### config.mk
export PLATFORM = sky130hd
export DESIGN_NAME = rgb_to_hsv_converter_unit
export DESIGN_NICKNAME = d
export VERILOG_FILES = /design/src/hw/rtl/rhc_pkg.sv /design/src/hw/rtl/rgb_to_hsv_converter_unit.sv
export VERILOG_INCLUDE_DIRS = /design/src /design/src/hw/rtl
export SDC_FILE = /design/constraint.sdc
export NUM_CORES = 2
export LEC_CHECK = 0
export BUFFER_PORTS_ARGS = -buffer_cell sky130_fd_sc_hd__clkbuf_2
export CORE_MARGIN = 4
export CORE_UTILIZATION = 60
export DETAILED_ROUTE_END_ITERATION = 10
export GPL_ROUTABILITY_DRIVEN = 0
export GPL_TIMING_DRIVEN = 1
export MAX_ROUTING_LAYER = met4
export PLACE_DENSITY = 0.77
export SYNTH_ARGS = -nofsm -noshare
export SYNTH_HDL_FRONTEND = slang
export SYNTH_SLANG_ARGS = --single-unit
export TNS_END_PERCENT = 1
### constraint.sdc
create_clock -name clock -period 5.89 [get_ports clock]
set_input_delay 0.589 -clock clock [delete_from_list [all_inputs] [get_ports clock]]
set_output_delay 0.589 -clock clock [all_outputs]
set_load 0.02 [all_outputs]
### src/hw/rtl/rgb_to_hsv_converter_unit_assert.svh
// Assertion macros for the RGB to HSV converter.
`ifndef RGB_TO_HSV_CONVERTER_UNIT_ASSERT_SVH
`define RGB_TO_HSV_CONVERTER_UNIT_ASSERT_SVH

// Check an implication in the same cycle, off while reset is high.
`define RHC_ASSERT_IMPLY(label, clk, rst, cond, prop) \
   label: assert property (@(posedge clk) disable iff (rst) (cond) |-> (prop)) \
      else $error("rhc assertion failed");

// Check an implication in the cycle after the condition, also across reset.
`define RHC_ASSERT_NEXT(label, clk, cond, prop) \
   label: assert property (@(posedge clk) (cond) |=> (prop)) \
      else $error("rhc assertion failed");

`endif

### src/hw/rtl/rhc_pkg.sv
// Types and constants of the RGB to HSV converter.
`default_nettype none

package rhc_pkg;

   // Hue sector codes, chosen by the largest component
   localparam logic [1:0] SECTOR_RED   = 2'd0;
   localparam logic [1:0] SECTOR_GREEN = 2'd1;
   localparam logic [1:0] SECTOR_BLUE  = 2'd2;

   // Hue constants in units of 1/64 degree
   localparam logic [14:0] HUE_GREEN_OFFSET = 15'd7680;
   localparam logic [14:0] HUE_BLUE_OFFSET  = 15'd15360;
   localparam logic [14:0] HUE_FULL_CIRCLE  = 15'd23040;

   // Quotient bits of each divider; the hue divider runs in the last stages
   localparam int unsigned SAT_QUO_BITS = 16;
   localparam int unsigned HUE_QUO_BITS = 12;
   localparam int unsigned HUE_FIRST_STEP = SAT_QUO_BITS - HUE_QUO_BITS;

   // Classify stage: sector, signed difference and extremes
   typedef struct packed {
      logic       valid;
      logic [1:0] sector;
      logic       hue_neg;
      logic [7:0] hue_mag;
      logic [7:0] max_val;
      logic [7:0] delta;
   } class_stage_type;

   // One stage of the two restoring dividers
   typedef struct packed {
      logic        valid;
      logic [1:0]  sector;
      logic        hue_neg;
      logic        grey;
      logic [7:0]  max_val;
      logic [7:0]  delta;
      logic [7:0]  sat_rem;
      logic [15:0] sat_quo;
      logic [7:0]  hue_rem;
      logic [11:0] hue_quo;
   } div_stage_type;

endpackage

`default_nettype wire

### src/hw/rtl/rgb_to_hsv_converter_unit.sv
// RGB to HSV converter: top level with classify, scale, divide and finish stages.
//
// Usage: drive req_red_level, req_green_level and req_blue_level and raise
// start; a transaction is taken at every rising edge where start is high and
// busy is low. busy is high only while reset is applied, so a new pixel can
// enter on every clock.
// Each result appears on rsp_hue_angle, rsp_saturation_level and
// rsp_brightness_level for one cycle, marked by rsp_strobe, once its pixel
// has passed the classify, scale, divide and output registers, in the order
// the pixels came in. Throughput is one pixel per clock. The two restoring
// dividers (saturation and hue) retire one quotient bit per stage, over 16
// stages for saturation and the later ones for hue, plus one classify, one
// scale and one output stage. Reset clears every valid bit, so pixels in
// flight are dropped and no result follows. The receiver cannot stall the
// block; results must be taken in the cycle they are shown.
// Hue is in 1/64 degree (0 for grey), saturation is full scale 65535 (0 for
// black), brightness is the largest component.
`default_nettype none

module rgb_to_hsv_converter_unit
   import rhc_pkg::*;
(
   input  wire logic        clock,
   input  wire logic        reset,
   input  wire logic        start,
   output logic             busy,
   input  wire logic [7:0]  req_red_level,
   input  wire logic [7:0]  req_green_level,
   input  wire logic [7:0]  req_blue_level,
   output logic             rsp_strobe,
   output logic [14:0]      rsp_hue_angle,
   output logic [15:0]      rsp_saturation_level,
   output logic [7:0]       rsp_brightness_level
);

   localparam int unsigned NUM_STEPS = SAT_QUO_BITS;

   class_stage_type cls_in, cls_ff;
   div_stage_type   div_ff [0:NUM_STEPS];
   div_stage_type   div_in [0:NUM_STEPS];

   logic        out_valid_ff;
   logic [14:0] out_hue_ff,    out_hue_in;
   logic [15:0] out_sat_ff,    out_sat_in;
   logic [7:0]  out_bright_ff;

   logic        accept;
   logic        red_top, green_top;
   logic [7:0]  max_v, min_v;
   logic [8:0]  diff;

   // Refuse transactions only while reset is applied
   assign busy   = reset;
   assign accept = start && !busy;

   // Classify: pick the sector, extremes and signed difference
   always_comb begin
      red_top   = (req_red_level >= req_green_level) && (req_red_level >= req_blue_level);
      green_top = !red_top && (req_green_level >= req_blue_level);
      max_v = req_red_level;
      if (req_green_level > max_v) max_v = req_green_level;
      if (req_blue_level > max_v) max_v = req_blue_level;
      min_v = req_red_level;
      if (req_green_level < min_v) min_v = req_green_level;
      if (req_blue_level < min_v) min_v = req_blue_level;
      if (red_top) begin
         diff = {1'b0, req_green_level} - {1'b0, req_blue_level};
      end else if (green_top) begin
         diff = {1'b0, req_blue_level} - {1'b0, req_red_level};
      end else begin
         diff = {1'b0, req_red_level} - {1'b0, req_green_level};
      end
      cls_in.valid   = accept;
      cls_in.sector  = red_top ? SECTOR_RED : (green_top ? SECTOR_GREEN : SECTOR_BLUE);
      cls_in.hue_neg = diff[8];
      cls_in.hue_mag = diff[8] ? 8'(-diff) : diff[7:0];
      cls_in.max_val = max_v;
      cls_in.delta   = max_v - min_v;
   end

   always_ff @(posedge clock) begin
      if (reset) begin
         cls_ff <= '0;
      end else begin
         cls_ff <= cls_in;
      end
   end

   // Scale: form delta*65535 and |diff|*3840 by shift and subtract
   logic [23:0] sat_num;
   logic [19:0] hue_num;

   always_comb begin
      sat_num = {cls_ff.delta, 16'd0} - {16'd0, cls_ff.delta};
      hue_num = {cls_ff.hue_mag, 12'd0} - {4'd0, cls_ff.hue_mag, 8'd0};
      div_in[0].valid   = cls_ff.valid;
      div_in[0].sector  = cls_ff.sector;
      div_in[0].hue_neg = cls_ff.hue_neg;
      div_in[0].grey    = (cls_ff.delta == 8'd0);
      div_in[0].max_val = cls_ff.max_val;
      div_in[0].delta   = cls_ff.delta;
      div_in[0].sat_rem = sat_num[23:16];
      div_in[0].sat_quo = sat_num[15:0];
      div_in[0].hue_rem = hue_num[19:12];
      div_in[0].hue_quo = hue_num[11:0];
   end

   always_ff @(posedge clock) begin
      if (reset) begin
         div_ff[0] <= '0;
      end else begin
         div_ff[0] <= div_in[0];
      end
   end

   // Divide: one restoring step per stage for saturation, and for hue in the last stages
   for (genvar k = 0; k < NUM_STEPS; k++) begin : g_step
      logic [8:0] sat_trial, hue_trial;
      logic       sat_ge, hue_ge;

      always_comb begin
         div_in[k+1] = div_ff[k];
         sat_trial = {div_ff[k].sat_rem, div_ff[k].sat_quo[SAT_QUO_BITS-1]};
         sat_ge    = sat_trial >= {1'b0, div_ff[k].max_val};
         div_in[k+1].sat_rem = sat_ge ? 8'(sat_trial - {1'b0, div_ff[k].max_val})
                                      : sat_trial[7:0];
         div_in[k+1].sat_quo = {div_ff[k].sat_quo[SAT_QUO_BITS-2:0], sat_ge};
         hue_trial = {div_ff[k].hue_rem, div_ff[k].hue_quo[HUE_QUO_BITS-1]};
         hue_ge    = hue_trial >= {1'b0, div_ff[k].delta};
         if (k >= HUE_FIRST_STEP) begin
            div_in[k+1].hue_rem = hue_ge ? 8'(hue_trial - {1'b0, div_ff[k].delta})
                                         : hue_trial[7:0];
            div_in[k+1].hue_quo = {div_ff[k].hue_quo[HUE_QUO_BITS-2:0], hue_ge};
         end
      end

      always_ff @(posedge clock) begin
         if (reset) begin
            div_ff[k+1] <= '0;
         end else begin
            div_ff[k+1] <= div_in[k+1];
         end
      end
   end

   // Finish: place the quotient in its sector and wrap negative red hues
   logic [14:0] hue_q;
   logic [14:0] hue_frac;
   logic [14:0] hue_base;

   always_comb begin
      hue_q    = {3'd0, div_ff[NUM_STEPS].hue_quo};
      hue_frac = {14'd0, (div_ff[NUM_STEPS].hue_rem != 8'd0)};
      hue_base = (div_ff[NUM_STEPS].sector == SECTOR_GREEN) ? HUE_GREEN_OFFSET
                                                            : HUE_BLUE_OFFSET;
      if (div_ff[NUM_STEPS].grey) begin
         out_hue_in = 15'd0;
      end else if (div_ff[NUM_STEPS].sector == SECTOR_RED) begin
         if (div_ff[NUM_STEPS].hue_neg && (hue_q != 15'd0)) begin
            out_hue_in = HUE_FULL_CIRCLE - hue_q;
         end else begin
            out_hue_in = hue_q;
         end
      end else if (div_ff[NUM_STEPS].hue_neg) begin
         out_hue_in = hue_base - hue_q - hue_frac;
      end else begin
         out_hue_in = hue_base + hue_q;
      end
      out_sat_in = (div_ff[NUM_STEPS].max_val == 8'd0) ? 16'd0 : div_ff[NUM_STEPS].sat_quo;
   end

   always_ff @(posedge clock) begin
      if (reset) begin
         out_valid_ff <= 1'b0;
      end else begin
         out_valid_ff <= div_ff[NUM_STEPS].valid;
      end
      out_hue_ff    <= out_hue_in;
      out_sat_ff    <= out_sat_in;
      out_bright_ff <= div_ff[NUM_STEPS].max_val;
   end

   assign rsp_strobe           = out_valid_ff;
   assign rsp_hue_angle        = out_hue_ff;
   assign rsp_saturation_level = out_sat_ff;
   assign rsp_brightness_level = out_bright_ff;

   // Assertions
`include "rgb_to_hsv_converter_unit_assert.svh"

   `RHC_ASSERT_IMPLY(a_hue_range, clock, reset, rsp_strobe, rsp_hue_angle < HUE_FULL_CIRCLE)
   `RHC_ASSERT_IMPLY(a_black_sat, clock, reset, rsp_strobe && (rsp_brightness_level == 8'd0), rsp_saturation_level == 16'd0)
   `RHC_ASSERT_IMPLY(a_grey_hue, clock, reset, rsp_strobe && (rsp_saturation_level == 16'd0), rsp_hue_angle == 15'd0)
   `RHC_ASSERT_NEXT(a_reset_flush, clock, reset, !rsp_strobe && !cls_ff.valid && !div_ff[0].valid)

endmodule

`default_nettype wire

==> key figures <==
Floorplanning
  – Die Area: 74700 um^2
  – Die H: 273 um
  – Initial Util: 60.4%
  – Core box area: 69900 um^2
  – Placement row count: 97
  – I/O pins: 68
  – Chip Width: 273 um

Critical path
  – CP max FO: 15
  – Buffers and inverters on the worst path: 3
  – CP arrival: 5.75 ns
  – Worst Path Required: 6.48 ns
  – Most frequent CP cell: a21o_1
  – Startpoint types: input port
  – Max incr delay on CP: 0.41 ns
  – Crit end category: flop
  – Slowest-stage cell, CP: a21oi_4
  – Crit path kind: input port to flop
  – Crit-path leading delay family: compound AO/OA/AOI/OAI gates

STA
  – Worst-margin pin slew: 1.09 ns
  – Clock Skew: 0.0143 ns
  – TNS Setup: 0 ns
  – Worst slew margin: 27.2%
  – Max Freq: 0.194 GHz
  – Hold Violations, Final: 0
  – Final period util: 87.7%
  – Max-slew violation count: 0
  – Final setup fails: 0
  – Final WS setup: 0.726 ns
  – Period minus WS final: 5.16 ns
  – RSZ-0062 raised after global routing: false

Logic synthesis
  – Yosys reg bits: 1037
  – Mapped Area: 42200 um^2
  – Ys async rst share: 0%
  – Ys Warns: 0
  – Synth cell types: 74
  – Post-Syn Instances: 4413
  – Syn Area/Cell: 9.57 um^2
  – Top_reg_cell synth: dfxtp_1
  – Syn_nets: 4773
  – Number of flops mapped to enable cells by yosys: 0
  – Post-synthesis sequential area ratio: 49.2%

Global route
  – Vias in the first global route: 27306
  – Antenna violations before repair: 2
  – GRT overflow: 0
  – First-pass GRT wire length: 123000 um
  – GRT Overall Usage: 19.9%
  – Largest net degree at the start of global routing: 186

Job
  – Max Cap Viol: 0

Finish
  – Most frequent cells in the layout: dfxtp_1 (1037), nor2_1 (623), nor2b_1 (615)
  – Non-filler cells, final: 5486
  – Final net count: 4822
  – Fill count: 5381
  – Post-route cell area: 46900 um^2
  – Commonest non-fill, non-tap cell in the layout: dfxtp_1
  – Syn-to-layout area delta: 11.2%
  – Share of layout cells above drive strength 1: 7.08%

Drt
  – Wirelength per Cell: 13.3 um
  – Antenna Violating Nets Remaining: 0
  – Drt drc: 0
  – Routed WL: 73100 um
  – Via Count: 27922
  – Via density: 5.09
  – DRT iter0 DRCs: 1377
  – DRT Pass-1 Iters: 5

Placement
  – DP Cell Count: 5300
  – Placed cell area: 43400 um^2
  – PortBufs: 67
  – Dpl hpwl: 51200 um
  – Pre-CTS WS: 0.100 ns

CTS
  – CTS max path bufs: 3
  – Sink Count: 1037
  – Total CTS buffers: 100
  – Hold_buf cts: 0
  – TritonCTS clock tree: built
  – Clock root cell: clkbuf_16
  – Post_cts resized: 0
  – Post-CTS Setup Inserts: 0
  – H-Tree Depth: 3
  – Clock Latency Late Sink: 0.65 ns
  – Clk slew on worst S/H paths: 0.06 ns

Power
  – Maximum vdd drop: 0.000377 V
  – Total power: 22.9 mW
  – PwrDens: 488 nW/um^2
  – Lkg Pwr: 19.5 nW

Status
  – Status: completed

Worst hold path
  – Worst Hold Class: input port to flop
==> layer usage <==
layer / track usage (%) / share of wire (%) / vias to the layer above
li1: - / - / 14512
met4: 6.77 / 3.0 / 0
met3: 3.40 / 3.6 / 175
met1: 22.8 / 44 / 12811
met2: 35.5 / 50 / 424
met5: - / 0 / -
==> synth_stat cells (all sizes together) (62+ instances only) <==
| cell type | count | share of area, % |
|---|---|---|
| mux2i | 134 | 3.2 |
| xnor2 | 92 | 1.9 |
| nand2 | 110 | 0.98 |
| nor2b | 615 | 9.1 |
| inv | 360 | 3.2 |
| a21oi | 183 | 2.2 |
| dfxtp | 1037 | 49 |
| ha | 302 | 8.9 |
| a211oi | 63 | 1.1 |
| o21ai | 155 | 1.9 |
| a21o | 78 | 1.4 |
| nor2 | 624 | 5.6 |
| nand2b | 62 | 0.92 |
| clkbuf | 122 | 1.1 |
==> flip-flops by register name (all words and copies together) (netlist names) <==
name / count
div_ff: 969
cls_ff: 28
rsp_saturation_level: 16
rsp_hue_angle: 15
rsp_brightness_level: 8
rsp_strobe: 1
==> final cells by class <==
type / instances / area (um^2) / share of cell area (%)
multi-input combinational: 2879 / 19600 / 41.7
tap: 940 / 1180 / 2.51
inverter: 360 / 1350 / 2.88
antenna: 1 / 2.50 / 0.00533
sequential: 1037 / 20800 / 44.2
clock inverter: 49 / 724 / 1.54
clock buffer: 136 / 2810 / 5.98
timing repair buffer: 84 / 536 / 1.14
==> worst register-to-register path: cells and delay by family (launching register included) <==
| kind | cells | cell delay (ns) |
|---|---|---|
| fa+ha+maj | 3 | 0.55 |
| buf+inv | 1 | 0.05 |
| flops | 1 | 0.29 |
| xor+xnor | 1 | 0.18 |
| compound gates | 7 | 1.24 |
| simple gates | 2 | 0.66 |
==> report_power, final <==
part	internal [mW]	switching, mW	leakage (nW)	total (mW)
Sequential	7.92	0.411	8.43	8.34
Combinational	3.64	4.25	9.34	7.89
Clock	4.03	2.66	1.74	6.69
Total	15.6	7.32	19.5	22.9
==> through the flow <==
stage / util (%) / hold WS [ns]
finish: 67.2 / 0.150
CTS: 67.2 / 0.111
global placement: 62.1 / 0.338
global route: 67.2 / 0.159
detailed placement: 62.1 / 0.339
floorplan: - / 0.331
==> worst paths after layout <==
path / from / cells past startpoint / to / slack, ns
setup / recovery: req_green_level[1] / 27 / cls_ff[7] / 0.73
hold / removal: start / 2 / cls_ff[27] / 0.15
setup reg to reg: div_ff[16][13] / 14 / rsp_hue_angle[9] / 2.83
hold reg to reg: div_ff[16][54] / 0 / rsp_brightness_level[2] / 0.35
==> logic make-up after synthesis <==
kind of cell | after synthesis | share of synthesized area (%)
flip-flops | 1037 | 49.2
buffers and inverters | 497 | 4.44
adder cells (fa/ha/maj) | 333 | 10.4
AO/OA/AOI/OAI | 613 | 9.27
AND/OR/NAND/NOR | 1610 | 19.3
multiplexers | 173 | 4.26
XOR/XNOR | 150 | 3.14
Power figures use the tool's default switching activity.
